<file path="config.mk">
export PLATFORM = sky130hd
export DESIGN_NAME = sump_command_parser
export DESIGN_NICKNAME = d
export VERILOG_FILES = /design/src/sv/scp_pkg.sv /design/src/sv/scp_div.sv /design/src/sv/scp_dp.sv /design/src/sv/scp_ctrl.sv /design/src/sv/sump_command_parser.sv
export SDC_FILE = /design/constraint.sdc
export NUM_CORES = 1
export LEC_CHECK = 0
export ABC_CLOCK_PERIOD_IN_PS = 5160
export BUFFER_PORTS_ARGS = -buffer_cell sky130_fd_sc_hd__buf_4
export CAP_MARGIN = 20
export CORE_MARGIN = 1.5
export CORE_UTILIZATION = 30
export CTS_CLUSTER_DIAMETER = 120
export DETAILED_ROUTE_END_ITERATION = 16
export PLACE_DENSITY = 0.44
export SYNTH_ARGS = -nofsm -noshare
export SYNTH_HDL_FRONTEND = slang
export SYNTH_SLANG_ARGS = --single-unit
export TNS_END_PERCENT = 5
</file>
<file path="constraint.sdc">
create_clock -name clk -period 5.16 [get_ports clk]
set_input_delay 0.774 -clock clk [delete_from_list [all_inputs] [get_ports clk]]
set_output_delay 0.774 -clock clk [all_outputs]
set_load 0.05 [all_outputs]
</file>
<file path="src/sv/scp_pkg.sv">
// shared types, command codes and constants of the sump command parser
package scp_pkg;

	localparam int ADDR_W = 5;
	localparam int IDX_W  = 5;

	// register indexes on the configuration port
	localparam logic [2:0] REG_MAX_RATE   = 3'd0;
	localparam logic [2:0] REG_MIN_RATE   = 3'd1;
	localparam logic [2:0] REG_MIN_COUNT  = 3'd2;
	localparam logic [2:0] REG_MAX_COUNT  = 3'd3;
	localparam logic [2:0] REG_CHAN_COUNT = 3'd4;

	localparam logic [30:0] RST_MAX_RATE   = 31'd40000000;
	localparam logic [30:0] RST_MIN_RATE   = 31'd5000;
	localparam logic [30:0] RST_MIN_COUNT  = 31'd100;
	localparam logic [30:0] RST_MAX_COUNT  = 31'd65536;
	localparam logic [4:0]  RST_CHAN_COUNT = 5'd8;

	// host command codes
	localparam logic [7:0] CMD_ARM        = 8'h01;
	localparam logic [7:0] CMD_QUERY      = 8'h02;
	localparam logic [7:0] CMD_METADATA   = 8'h04;
	localparam logic [7:0] CMD_DIVIDER    = 8'h80;
	localparam logic [7:0] CMD_READ_DELAY = 8'h81;
	localparam logic [7:0] CMD_READ_BIG   = 8'h83;
	localparam logic [7:0] CMD_TRIG_MASK  = 8'hC0;
	localparam logic [7:0] CMD_TRIG_VALUE = 8'hC1;

	// metadata keys
	localparam logic [7:0] MD_NAME    = 8'h01;
	localparam logic [7:0] MD_VERSION = 8'h02;
	localparam logic [7:0] MD_MEMORY  = 8'h21;
	localparam logic [7:0] MD_RATE    = 8'h23;
	localparam logic [7:0] MD_PROBES  = 8'h40;
	localparam logic [7:0] MD_PROTO   = 8'h41;
	localparam logic [7:0] MD_PROTO_V = 8'h02;
	localparam logic [7:0] MD_END     = 8'h00;

	localparam logic [IDX_W-1:0] QUERY_LEN = 5'd4;
	localparam logic [IDX_W-1:0] META_LEN  = 5'd28;
	localparam logic [2:0]       ARG_BYTES = 3'd4;

	localparam logic signed [4:0] TRIG_NONE = -5'sd1;

	typedef logic [7:0] byte_t;

	// controller to datapath
	typedef struct packed {
		logic             take;
		logic             div_start;
		logic             load_byte;
		logic             load_arm;
		logic             meta_sel;
		logic             last;
		logic [IDX_W-1:0] idx;
	} ctrl_cmd_t;

	// datapath to controller
	typedef struct packed {
		logic start_query;
		logic start_meta;
		logic start_arm;
		logic div_busy;
	} dp_stat_t;

	function automatic logic is_long(input byte_t b);
		logic r;
		r = 1'b0;
		if (b[7:2] == 6'b100000)
			r = 1'b1;
		if (b[7:4] == 4'hC && b[1:0] != 2'b11)
			r = 1'b1;
		return r;
	endfunction

	// "1ALS"
	function automatic byte_t query_byte(input logic [1:0] i);
		byte_t r;
		case (i)
			2'd0: r = 8'h31;
			2'd1: r = 8'h41;
			2'd2: r = 8'h4C;
			default: r = 8'h53;
		endcase
		return r;
	endfunction

endpackage

</file>
<file path="src/sv/scp_div.sv">
// restoring divider, one quotient bit per cycle
module scp_div (
	input  logic        clk,
	input  logic        arst_n,
	input  logic        start,
	input  logic [30:0] dividend,
	input  logic [24:0] divisor,
	output logic        busy,
	output logic [30:0] quotient
);

	logic        busy_q;
	logic [4:0]  cnt_q;
	logic [24:0] rem_q;
	logic [30:0] quo_q;
	logic [24:0] dvs_q;
	logic [25:0] trial;
	logic [26:0] diff;

	assign trial = {rem_q, quo_q[30]};
	assign diff  = {1'b0, trial} - {2'b00, dvs_q};

	always_ff @(posedge clk or negedge arst_n) begin
		if (!arst_n) begin
			busy_q <= 1'b0;
			cnt_q  <= '0;
		end else if (start) begin
			busy_q <= 1'b1;
			cnt_q  <= 5'd30;
		end else if (busy_q) begin
			cnt_q <= cnt_q - 5'd1;
			if (cnt_q == 5'd0)
				busy_q <= 1'b0;
		end
	end

	always_ff @(posedge clk) begin
		if (start) begin
			rem_q <= '0;
			quo_q <= dividend;
			dvs_q <= divisor;
		end else if (busy_q) begin
			// no borrow: subtract and set the quotient bit
			if (!diff[26])
				rem_q <= diff[24:0];
			else
				rem_q <= trial[24:0];
			quo_q <= {quo_q[29:0], ~diff[26]};
		end
	end

	assign busy     = busy_q;
	assign quotient = quo_q;

	a_div_count: assert property (@(posedge clk) disable iff (!arst_n)
		busy_q && !start && cnt_q != 5'd0 |=> busy_q && cnt_q == $past(cnt_q) - 5'd1)
		else $error("divider step count broken");

endmodule

</file>
<file path="src/sv/scp_dp.sv">
// datapath: argument collection, trigger and count state, divider, result register
module scp_dp #(
	parameter int TRIGGER_CHANNELS = 16
) (
	input  logic                  clk,
	input  logic                  arst_n,
	input  scp_pkg::ctrl_cmd_t    cmd,
	output scp_pkg::dp_stat_t     stat,
	input  logic [7:0]            rx_byte,
	input  logic [30:0]           max_rate,
	input  logic [30:0]           min_rate,
	input  logic [30:0]           min_sample_count,
	input  logic [30:0]           max_sample_count,
	input  logic [4:0]            channel_count,
	output logic                  kind,
	output logic [7:0]            tx_byte,
	output logic                  last,
	output logic [30:0]           sample_count,
	output logic [30:0]           capture_rate,
	output logic signed [4:0]     trigger_channel,
	output logic                  trigger_rising
);

	localparam int SCAN_LIMIT = (TRIGGER_CHANNELS < 16) ? TRIGGER_CHANNELS : 16;

	logic [2:0]         args_pending_q;
	logic [7:0]         pending_cmd_q;
	logic [31:0]        arg_shift_q;
	logic [15:0]        trig_mask_q;
	logic signed [4:0]  trig_chan_q;
	logic               trig_level_q;
	logic [23:0]        rate_div_q;
	logic [31:0]        read_count_q;

	logic [31:0]        arg_next;
	logic signed [4:0]  scan_chan;
	logic               idle_byte;
	logic               div_busy;
	logic [30:0]        div_quo;
	logic [30:0]        rate_clamped;
	logic [31:0]        mem_size;
	logic [7:0]         probes;
	scp_pkg::byte_t     meta_byte;
	scp_pkg::byte_t     msg_byte;

	logic               kind_q;
	logic [7:0]         tx_q;
	logic               last_q;
	logic [30:0]        cnt_q;
	logic [30:0]        rate_q;
	logic signed [4:0]  chan_q;
	logic               rise_q;

	assign idle_byte = (args_pending_q == 3'd0);
	assign arg_next  = {rx_byte, arg_shift_q[31:8]};

	assign stat.start_query = idle_byte && rx_byte == scp_pkg::CMD_QUERY;
	assign stat.start_meta  = idle_byte && rx_byte == scp_pkg::CMD_METADATA;
	assign stat.start_arm   = idle_byte && rx_byte == scp_pkg::CMD_ARM;
	assign stat.div_busy    = div_busy;

	// lowest set mask bit within the trigger channels
	always_comb begin
		scan_chan = scp_pkg::TRIG_NONE;
		for (int i = 15; i >= 0; i--) begin
			if (i < SCAN_LIMIT && arg_next[i])
				scan_chan = 5'(i);
		end
	end

	always_ff @(posedge clk or negedge arst_n) begin
		if (!arst_n) begin
			args_pending_q <= '0;
			pending_cmd_q  <= '0;
			arg_shift_q    <= '0;
			trig_mask_q    <= '0;
			trig_chan_q    <= scp_pkg::TRIG_NONE;
			trig_level_q   <= 1'b0;
			rate_div_q     <= '0;
			read_count_q   <= '0;
		end else if (cmd.take) begin
			if (!idle_byte) begin
				arg_shift_q    <= arg_next;
				args_pending_q <= args_pending_q - 3'd1;
				if (args_pending_q == 3'd1) begin
					case (pending_cmd_q)
						scp_pkg::CMD_DIVIDER: rate_div_q <= arg_next[23:0];
						scp_pkg::CMD_READ_DELAY: read_count_q <= {16'd0, arg_next[15:0]} + 32'd1;
						scp_pkg::CMD_READ_BIG: read_count_q <= arg_next + 32'd1;
						scp_pkg::CMD_TRIG_MASK: begin
							trig_mask_q <= arg_next[15:0];
							trig_chan_q <= scan_chan;
						end
						scp_pkg::CMD_TRIG_VALUE: begin
							if (trig_mask_q != 16'd0 && !trig_chan_q[4])
								trig_level_q <= arg_next[trig_chan_q[4:0]];
							else
								trig_level_q <= 1'b0;
						end
						default: ;
					endcase
				end
			end else if (scp_pkg::is_long(rx_byte)) begin
				pending_cmd_q  <= rx_byte;
				args_pending_q <= scp_pkg::ARG_BYTES;
				arg_shift_q    <= '0;
			end else if (rx_byte == scp_pkg::CMD_ARM) begin
				// nonpositive count falls back to the minimum
				if (read_count_q == 32'd0 || read_count_q[31])
					read_count_q <= {1'b0, min_sample_count};
			end
		end
	end

	scp_div u_div (
		.clk      (clk),
		.arst_n   (arst_n),
		.start    (cmd.div_start),
		.dividend (max_rate),
		.divisor  ({1'b0, rate_div_q} + 25'd1),
		.busy     (div_busy),
		.quotient (div_quo)
	);

	// quotient never exceeds the maximum, only the lower clamp applies
	assign rate_clamped = (div_quo < min_rate) ? min_rate : div_quo;

	// channel_count / 8 is 0..3
	always_comb begin
		if (channel_count > 5'd4)
			mem_size = (channel_count[3] ? {1'b0, max_sample_count} : 32'd0)
				+ (channel_count[4] ? {max_sample_count, 1'b0} : 32'd0);
		else
			mem_size = {1'b0, max_sample_count};
		probes = (channel_count > 5'd4) ? {3'd0, channel_count} : 8'd8;
	end

	always_comb begin
		case (cmd.idx)
			5'd0:  meta_byte = scp_pkg::MD_NAME;
			5'd1:  meta_byte = 8'h53;
			5'd2:  meta_byte = 8'h55;
			5'd3:  meta_byte = 8'h4D;
			5'd4:  meta_byte = 8'h50;
			5'd5:  meta_byte = 8'h41;
			5'd6:  meta_byte = 8'h00;
			5'd7:  meta_byte = scp_pkg::MD_VERSION;
			5'd8:  meta_byte = 8'h30;
			5'd9:  meta_byte = 8'h2E;
			5'd10: meta_byte = 8'h30;
			5'd11: meta_byte = 8'h30;
			5'd12: meta_byte = 8'h00;
			5'd13: meta_byte = scp_pkg::MD_MEMORY;
			5'd14: meta_byte = mem_size[31:24];
			5'd15: meta_byte = mem_size[23:16];
			5'd16: meta_byte = mem_size[15:8];
			5'd17: meta_byte = mem_size[7:0];
			5'd18: meta_byte = scp_pkg::MD_RATE;
			5'd19: meta_byte = {1'b0, max_rate[30:24]};
			5'd20: meta_byte = max_rate[23:16];
			5'd21: meta_byte = max_rate[15:8];
			5'd22: meta_byte = max_rate[7:0];
			5'd23: meta_byte = scp_pkg::MD_PROBES;
			5'd24: meta_byte = probes;
			5'd25: meta_byte = scp_pkg::MD_PROTO;
			5'd26: meta_byte = scp_pkg::MD_PROTO_V;
			default: meta_byte = scp_pkg::MD_END;
		endcase
		msg_byte = cmd.meta_sel ? meta_byte : scp_pkg::query_byte(cmd.idx[1:0]);
	end

	always_ff @(posedge clk) begin
		if (cmd.load_byte) begin
			kind_q <= 1'b0;
			tx_q   <= msg_byte;
			last_q <= cmd.last;
			cnt_q  <= '0;
			rate_q <= '0;
			chan_q <= '0;
			rise_q <= 1'b0;
		end else if (cmd.load_arm) begin
			kind_q <= 1'b1;
			tx_q   <= '0;
			last_q <= 1'b1;
			cnt_q  <= read_count_q[30:0];
			rate_q <= rate_clamped;
			chan_q <= trig_chan_q;
			rise_q <= trig_level_q;
		end
	end

	assign kind            = kind_q;
	assign tx_byte         = tx_q;
	assign last            = last_q;
	assign sample_count    = cnt_q;
	assign capture_rate    = rate_q;
	assign trigger_channel = chan_q;
	assign trigger_rising  = rise_q;

endmodule

</file>
<file path="src/sv/scp_ctrl.sv">
// controller: item handshake, reply sequencing and output valid
module scp_ctrl (
	input  logic               clk,
	input  logic               arst_n,
	input  logic               in_valid,
	output logic               in_stall,
	output logic               out_valid,
	input  logic               out_stall,
	input  scp_pkg::dp_stat_t  stat,
	output scp_pkg::ctrl_cmd_t cmd
);

	localparam logic [1:0] S_IDLE = 2'd0;
	localparam logic [1:0] S_EMIT = 2'd1;
	localparam logic [1:0] S_DIV  = 2'd2;
	localparam logic [1:0] S_ARM  = 2'd3;

	logic [1:0]                  state_q, state_d;
	logic [scp_pkg::IDX_W-1:0]   idx_q, idx_d;
	logic                        meta_q, meta_d;
	logic                        out_valid_q;
	logic                        out_free;
	logic [scp_pkg::IDX_W-1:0]   msg_last;

	assign out_free = !out_valid_q || !out_stall;
	assign msg_last = meta_q ? scp_pkg::META_LEN - 5'd1 : scp_pkg::QUERY_LEN - 5'd1;

	always_comb begin
		state_d = state_q;
		idx_d   = idx_q;
		meta_d  = meta_q;
		cmd     = '0;
		cmd.idx = idx_q;
		cmd.meta_sel = meta_q;
		unique case (state_q)
			S_IDLE: begin
				cmd.take = in_valid;
				if (in_valid) begin
					if (stat.start_query) begin
						idx_d   = '0;
						meta_d  = 1'b0;
						state_d = S_EMIT;
					end else if (stat.start_meta) begin
						idx_d   = '0;
						meta_d  = 1'b1;
						state_d = S_EMIT;
					end else if (stat.start_arm) begin
						cmd.div_start = 1'b1;
						state_d       = S_DIV;
					end
				end
			end
			S_EMIT: begin
				if (out_free) begin
					cmd.load_byte = 1'b1;
					cmd.last      = (idx_q == msg_last);
					idx_d         = idx_q + 5'd1;
					if (idx_q == msg_last)
						state_d = S_IDLE;
				end
			end
			S_DIV: begin
				if (!stat.div_busy)
					state_d = S_ARM;
			end
			S_ARM: begin
				if (out_free) begin
					cmd.load_arm = 1'b1;
					state_d      = S_IDLE;
				end
			end
			default: state_d = S_IDLE;
		endcase
	end

	always_ff @(posedge clk or negedge arst_n) begin
		if (!arst_n) begin
			state_q     <= S_IDLE;
			idx_q       <= '0;
			meta_q      <= 1'b0;
			out_valid_q <= 1'b0;
		end else begin
			state_q <= state_d;
			idx_q   <= idx_d;
			meta_q  <= meta_d;
			if (cmd.load_byte || cmd.load_arm)
				out_valid_q <= 1'b1;
			else if (!out_stall)
				out_valid_q <= 1'b0;
		end
	end

	assign in_stall  = (state_q != S_IDLE);
	assign out_valid = out_valid_q;

	a_no_overwrite: assert property (@(posedge clk) disable iff (!arst_n)
		out_valid_q && out_stall |-> !(cmd.load_byte || cmd.load_arm))
		else $error("result register overwritten while stalled");

	a_emit_range: assert property (@(posedge clk) disable iff (!arst_n)
		state_q == S_EMIT |-> idx_q <= msg_last)
		else $error("reply index past end of message");

	a_arm_after_div: assert property (@(posedge clk) disable iff (!arst_n)
		cmd.div_start |=> state_q == S_DIV && stat.div_busy)
		else $error("divider not running after arm");

endmodule

</file>
<file path="src/sv/sump_command_parser.sv">
// sump command parser: top level with configuration registers
// replies: after a query or metadata item the emit state gives one byte a cycle
//   to the result register (4 and 28 bytes) while the output is not stalled
// arm: the capture-start item is loaded once the 31-step divider has finished
// input: one item at a time; other bytes are taken without a stall
// reset clears the control state and loads the default configuration registers
module sump_command_parser #(
	parameter int TRIGGER_CHANNELS = 16
) (
	input  logic                        clk,
	input  logic                        arst_n,
	input  logic                        psel,
	input  logic                        penable,
	input  logic                        pwrite,
	input  logic [scp_pkg::ADDR_W-1:0]  paddr,
	input  logic [31:0]                 pwdata,
	output logic [31:0]                 prdata,
	output logic                        pready,
	input  logic                        in_valid,
	output logic                        in_stall,
	input  logic [7:0]                  rx_byte,
	output logic                        out_valid,
	input  logic                        out_stall,
	output logic                        kind,
	output logic [7:0]                  tx_byte,
	output logic                        last,
	output logic [30:0]                 sample_count,
	output logic [30:0]                 capture_rate,
	output logic signed [4:0]           trigger_channel,
	output logic                        trigger_rising
);

	logic [30:0]        max_rate_q;
	logic [30:0]        min_rate_q;
	logic [30:0]        min_count_q;
	logic [30:0]        max_count_q;
	logic [4:0]         chan_count_q;
	logic               wr_en;
	logic [2:0]         reg_idx;
	scp_pkg::ctrl_cmd_t cmd;
	scp_pkg::dp_stat_t  stat;

	assign pready  = 1'b1;
	assign reg_idx = paddr[4:2];
	assign wr_en   = psel && penable && pwrite && pready;

	always_ff @(posedge clk or negedge arst_n) begin
		if (!arst_n) begin
			max_rate_q   <= scp_pkg::RST_MAX_RATE;
			min_rate_q   <= scp_pkg::RST_MIN_RATE;
			min_count_q  <= scp_pkg::RST_MIN_COUNT;
			max_count_q  <= scp_pkg::RST_MAX_COUNT;
			chan_count_q <= scp_pkg::RST_CHAN_COUNT;
		end else if (wr_en) begin
			unique case (reg_idx)
				scp_pkg::REG_MAX_RATE:   max_rate_q   <= pwdata[30:0];
				scp_pkg::REG_MIN_RATE:   min_rate_q   <= pwdata[30:0];
				scp_pkg::REG_MIN_COUNT:  min_count_q  <= pwdata[30:0];
				scp_pkg::REG_MAX_COUNT:  max_count_q  <= pwdata[30:0];
				scp_pkg::REG_CHAN_COUNT: chan_count_q <= pwdata[4:0];
				default: ;
			endcase
		end
	end

	always_comb begin
		unique case (reg_idx)
			scp_pkg::REG_MAX_RATE:   prdata = {1'b0, max_rate_q};
			scp_pkg::REG_MIN_RATE:   prdata = {1'b0, min_rate_q};
			scp_pkg::REG_MIN_COUNT:  prdata = {1'b0, min_count_q};
			scp_pkg::REG_MAX_COUNT:  prdata = {1'b0, max_count_q};
			scp_pkg::REG_CHAN_COUNT: prdata = {27'd0, chan_count_q};
			default:                 prdata = 32'd0;
		endcase
	end

	scp_ctrl u_ctrl (
		.clk       (clk),
		.arst_n    (arst_n),
		.in_valid  (in_valid),
		.in_stall  (in_stall),
		.out_valid (out_valid),
		.out_stall (out_stall),
		.stat      (stat),
		.cmd       (cmd)
	);

	scp_dp #(
		.TRIGGER_CHANNELS (TRIGGER_CHANNELS)
	) u_dp (
		.clk              (clk),
		.arst_n           (arst_n),
		.cmd              (cmd),
		.stat             (stat),
		.rx_byte          (rx_byte),
		.max_rate         (max_rate_q),
		.min_rate         (min_rate_q),
		.min_sample_count (min_count_q),
		.max_sample_count (max_count_q),
		.channel_count    (chan_count_q),
		.kind             (kind),
		.tx_byte          (tx_byte),
		.last             (last),
		.sample_count     (sample_count),
		.capture_rate     (capture_rate),
		.trigger_channel  (trigger_channel),
		.trigger_rising   (trigger_rising)
	);

endmodule
</file>
# Word level (Yosys, flattened, before mapping)

Cells that the tools add are included.
W data, S select, Z words.

Flip-flop bits (word level): 424

Add/subtract/negate cells: 8
$lt $le $gt $ge: 3
Equal/unequal tests: 58
Mux-type cells: 83
Bitwise logic cells: 2
Reduce and logical (&&, ||, !) cells: 45

Operators by type and width:

| kind                    | count |
|---|---|
| $mux W32                | 9 |
| $pmux W8 S21            | 1 |
| $pmux W31 S5            | 1 |
| $mux W31                | 4 |
| $mux W5                 | 24 |
| $pmux W32 S2            | 1 |
| $eq A5 B5 Y1 const B    | 11 |
| $eq A8 B8 Y1 const B    | 5 |
| $eq A5 B4 Y1 const B    | 7 |
| $add A32 B1 Y32 const B | 1 |
| $add A32 B32 Y32        | 1 |
| $logic_not A32 Y1       | 1 |
| $lt A31 B31 Y1          | 1 |
| $sub A26 B25 Y27        | 1 |
| $add A24 B1 Y25 const B | 1 |
| $mux W25                | 1 |
| $mux W1                 | 24 |
| $mux W8                 | 3 |
| $pmux W7 S3             | 1 |
| $mux W2                 | 9 |
| $add A16 B1 Y17 const B | 1 |
| $reduce_and A4 Y1       | 4 |
| $reduce_bool A16 Y1     | 1 |
| $eq A5 B3 Y1 const B    | 3 |
| other kinds (40)        | 83 |

# Depth between registers and ports, before layout

Depth after elaboration: 16
Gate-level depth with buffers: 15
Gate-level depth less buffers: 13

# Hierarchy

Synthesis repeated with hierarchy kept, for this count alone.

Cell total of the unflattened synthesis: 2420
Area total of the unflattened synthesis: 24557.3 um2

Modules (own cells, without submodules):

| module              | times used | cells each | area an instance (um2) | sequential area each (um2) |
|---|---|---|---|---|
| scp_dp              | 1          | 1517       | 13121.3                | 4485.6 |
| sump_command_parser | 1          | 375        | 6009.5                 | 3250.6 |
| scp_div             | 1          | 466        | 4885.9                 | 2332.2 |
| scp_ctrl            | 1          | 62         | 540.5                  | 225.2 |

# Worst setup path before layout

OpenSTA, ideal clock, no wires.

Path type: register to register
Start point: register chan_count_q[3]
End point: register u_dp.tx_q[1], in the netlist u_dp.tx_byte[1] (data pin)
Library setup time: 0.268 ns
Arrival: 3.147 ns
Required time: 4.892 ns
Path slack: 1.745 ns
Stages on the path, launching flop included: 16
Clock period less this slack: 3.415 ns
Path through: dfstp_2 -> clkbuf_1 -> clkbuf_1 -> and2_1 -> ha_1 -> inv_1 -> fa_1 -> nor2b_1 -> o31ai_4 -> a211oi_2 -> o2111ai_1 -> nand2_1 -> a41oi_1 -> xnor2_1 -> a221oi_1 -> o21ai_1

Longest elaborated chain between the ends: 6
Elaborated cells on any way between the ends: 8

Ends and longest elaborated chain:

| what                   | line                      | RTL |
|---|---|---|
| start, declared        | sump_command_parser.sv:37 | `logic [4:0] chan_count_q;` |
| start signal, assigned | sump_command_parser.sv:53 | `chan_count_q <= scp_pkg::RST_CHAN_COUNT;` |
| start signal, assigned | sump_command_parser.sv:60 | `scp_pkg::REG_CHAN_COUNT: chan_count_q <= pwdata[4:0];` |
| $mux W31               | scp_dp.sv:131             | `mem_size = (channel_count[3] ? {1'b0, max_sample_count} : 32'd0)` |
| $add A32 B32 Y32       | scp_dp.sv:132             | `+ (channel_count[4] ? {max_sample_count, 1'b0} : 32'd0);` |
| $mux W32               | scp_dp.sv:130             | `if (channel_count > 5'd4)` |
| $pmux W8 S21 *         | scp_dp.sv:139             | `case (cmd.idx)` |
| $mux W8 *              | scp_dp.sv:169             | `msg_byte = cmd.meta_sel ? meta_byte : scp_pkg::query_byte(cmd.idx[1:0]);` |
| $mux W8 *              | scp_dp.sv:173             | `if (cmd.load_byte) begin` |
| end signal, assigned   | scp_dp.sv:175             | `tx_q <= msg_byte;` |
| end, declared          | scp_dp.sv:47              | `logic [7:0] tx_q;` |

Every way passes the cells marked *; elsewhere a longest branch is shown, timed or not.
A chain may end at the register's enable or synchronous reset.

# Worst setup path in the final report

Start point: register chan_count_q[4]
End point: register u_dp.tx_q[1], in the netlist u_dp.tx_byte[1] (data pin)

Longest elaborated chain between the ends: 6
Elaborated cells on any way between the ends: 8

Ends and longest elaborated chain:

| what             | line |
|---|---|
| $mux W32         | scp_dp.sv:132 |
| $add A32 B32 Y32 | scp_dp.sv:132 |
| $mux W32         | scp_dp.sv:130 |
| $pmux W8 S21 *   | scp_dp.sv:139 |
| $mux W8 *        | scp_dp.sv:169 |
| $mux W8 *        | scp_dp.sv:173 |

Marks and branches as above.

==> flow_summary.yaml <==
worst_setup_path:
  r2r_cells: 13
  critical_path_class: "flip-flop to flip-flop"
  startpoint: "chan_count_q[4]"
  cp_max_fo: 20
  start_kind: "flip-flop"
  rr_endpoint: "u_dp.tx_byte[1]"
  end_kind: "flip-flop"
  cp.required_ns: 5.48
  r2r-start: "chan_count_q[4]"
  arrival_ns: 4.20
  rrSetupSlack_ns: 1.28
synthesis:
  syn_avg_cell_area_um2: 9.42
  synth-seq-area-share: 0.434
  synth_top_family_by_area: "simple AND/OR/NAND/NOR gates"
  synthCells: 2516
  synth_simple_gate_area_frac: 0.171
  synth.distinct_cells: 102
  synth_area_um2: 23700
  ys_ff_latch: 416
  synth_top_area_share: 0.247
  synth_most_common_cell: "nand2_1"
  synth-adder-area-share: 0.0534
  yosysWarnings: 0
  yosys.area.top_type: "dfrtp_1"
  synth-edff-count: 65
  synth_compound_area_frac: 0.167
  synthTopCellsByArea: "dfrtp_1, edfxtp_1, dfxtp_1"
  synthMuxAreaShare: 0.0949
  yosys-top-cells-count: "nand2_1, dfrtp_1, o21ai_0"
  ys.flop_type: "dfrtp_1"
  syn_nets: 2668
  synthXorXnorAreaFrac: 0.0329
  ys_async_sr_fraction: 0.618
pwr:
  leakage_nw: 12.0
  ir_worst_vdd_mv: 0.255
  pwr_density_cell_nw_per_um2: 491
  total_power_mw: 13.5
timing:
  fin_skew_ns: 0.0440
  maxSlewHeadroom: 0.349
  hold_viol: 0
  max_slew.worst_pin.slew_ns: 0.977
  timing.hold.ws_ns: 0.190
  finalCriticalPeriod_ns: 3.88
  fin_tns_setup_ns: 0
  setup_viol_count_final: 0
  finalCritPeriodShare: 0.753
  max_freq_ghz: 0.257
  maxSlewViolCount: 0
  rsz0062_at_grt: "false"
placement:
  hpwl_mm: 60.6
  port_buffers: 159
  gp_congestion: 0.902
  dp.cells: 3586
die:
  die_w_um: 284
  io-pin-count: 165
  start_util: 0.304
  dieArea_um2: 80700
  core_area_um2: 77800
  die_h_um: 284
  std_cell_rows: 102
flow_run:
  cap_violations: 0
route:
  viasPerCell: 5.28
  ant_nets: 0
  via_count: 19463
  routed_wl_mm: 81.7
  drt-initial-drc-count: 1745
  drc: 0
  drtPass1Iterations: 5
  detail_route.wl_per_cell_um: 22.2
final_layout:
  final_cells: 3683
  nFillCells: 7982
  utilization: 0.354
  fin_nets: 2750
  area_delta_synth_final_pct: 16.2
  drive_above_1_share: 0.184
global_routing:
  antenna_found_initial: 1
  grt_pass1_vias: 18751
  grt_overflow: 0
  grt_max_degree: 99
  grt_pass1_wl_mm: 123
  grt_use_total: 0.199
cts:
  cts_resized: 0
  cts_root_buffer: "clkbuf_16"
  h-tree-depth: 2
  hold_buffers: 0
  clkTransAtPathRegs_ns: 0.06
  cts_buffers: 50
  cts_sinks: 416
  cts_tree: "built"
  clock_path_buffers: 3
  worstSkewPairLatency_ns: 0.64
  post_cts_buffers: 0
outcome:
  status: "complete, no violations"
min_path:
  hold_class: "primary input to async pin"
## layout make-up
class | instances | area, um^2 | share of cell area
clock buffer | 70 | 1400 | 0.0507
antenna | 3 | 7.51 | 0.000272
inverter | 98 | 368 | 0.0134
timing repair buffer | 193 | 1480 | 0.0538
multi-input combinational | 1839 | 12400 | 0.449
tap | 1040 | 1300 | 0.0472
clock inverter | 24 | 323 | 0.0117
sequential | 416 | 10300 | 0.374
## kinds of logic after synthesis
group / after synthesis
other cells: 2
compound gates: 583
xor+xnor: 89
simple gates: 865
fa+ha+maj: 100
buf+inv: 261
mux: 200
flops: 416
## worst max-delay path, cell delays in order, from the launching register on
cell	delay [ns]
dfrtp_1	0.79
and2_1	0.22
ha_1	0.23
inv_1	0.07
fa_1	0.41
nor2b_1	0.28
o31ai_4	0.12
a211oi_2	0.34
o2111ai_1	0.20
nand2_1	0.17
a41oi_1	0.15
xnor2_1	0.17
a221oi_1	0.32
o21ai_1	0.14
## worst max path at each step
stage | endpoint | slack (ns) | cells after the start
floorplan | u_dp.tx_byte[1] | 1.74 | 15
global placement | u_dp.tx_byte[1] | 1.33 | 13
detailed placement | u_dp.tx_byte[1] | 1.26 | 13
CTS | u_dp.tx_byte[1] | 1.23 | 13
global route | u_dp.tx_byte[1] | 0.99 | 13
finish | u_dp.tx_byte[1] | 1.28 | 13
## flip-flops by register name, summed over array words and instances, names as in the netlist, 8 cells and up
| signal | count |
|---|---|
| u_dp.arg_shift_q | 24 |
| u_dp.rate_div_q | 24 |
| u_dp.trig_mask_q | 16 |
| u_dp.u_div.dvs_q | 25 |
| u_dp.tx_byte | 8 |
| min_rate_q | 31 |
| max_count_q | 31 |
| u_dp.pending_cmd_q | 8 |
| u_dp.u_div.rem_q | 25 |
| u_dp.u_div.quotient | 31 |
| u_dp.read_count_q | 32 |
| u_dp.capture_rate | 31 |
| u_dp.sample_count | 31 |
| min_count_q | 31 |
| max_rate_q | 31 |
## layout by cell type, fill, tap and decap left out, types with 16 or more instances in the layout
master,instances
dfxtp_1,94
nor2_1,103
edfxtp_1,65
o21ai_0,168
xor2_1,36
a21o_1,30
and3_1,25
inv_1,95
dfstp_2,23
a221o_1,27
nor4_1,21
mux2_2,146
mux2i_1,48
or3_1,16
clkbuf_16,50
a22o_1,27
a22oi_1,38
nor3_1,21
a21oi_1,102
nand3_1,85
o31ai_1,42
nand4_1,29
ha_1,97
buf_4,190
nand2_1,415
and2_1,73
xnor2_1,53
dfrtp_1,234
## stage by stage
step           setup WS [ns]  area [um^2]
2_1_floorplan           1.74        23700
3_3_place_gp            1.33        25800
3_5_place_dp            1.26        25800
4_1_cts                 1.23        27500
5_1_grt                0.991        27500
6_report                1.28        27600
## where the power goes
part	switching (mW)	total, mW	leakage [nW]	internal [mW]
clock network	1.49	3.69	0.833	2.20
logic	2.65	4.54	6.54	1.90
registers	1.14	5.29	4.62	4.15
total	5.27	13.5	12.0	8.25
## per-layer routing
layer	wire [um]	global-route usage	part of all wire	vias up
li1	-	-	-	9219
met1	39100	0.289	0.48	9597
met2	36000	0.304	0.44	552
met3	4790	0.0326	0.059	95
met4	1870	0.0521	0.023	0
met5	0	0	0	-
No activity file was read; power rests on OpenSTA's default activity.
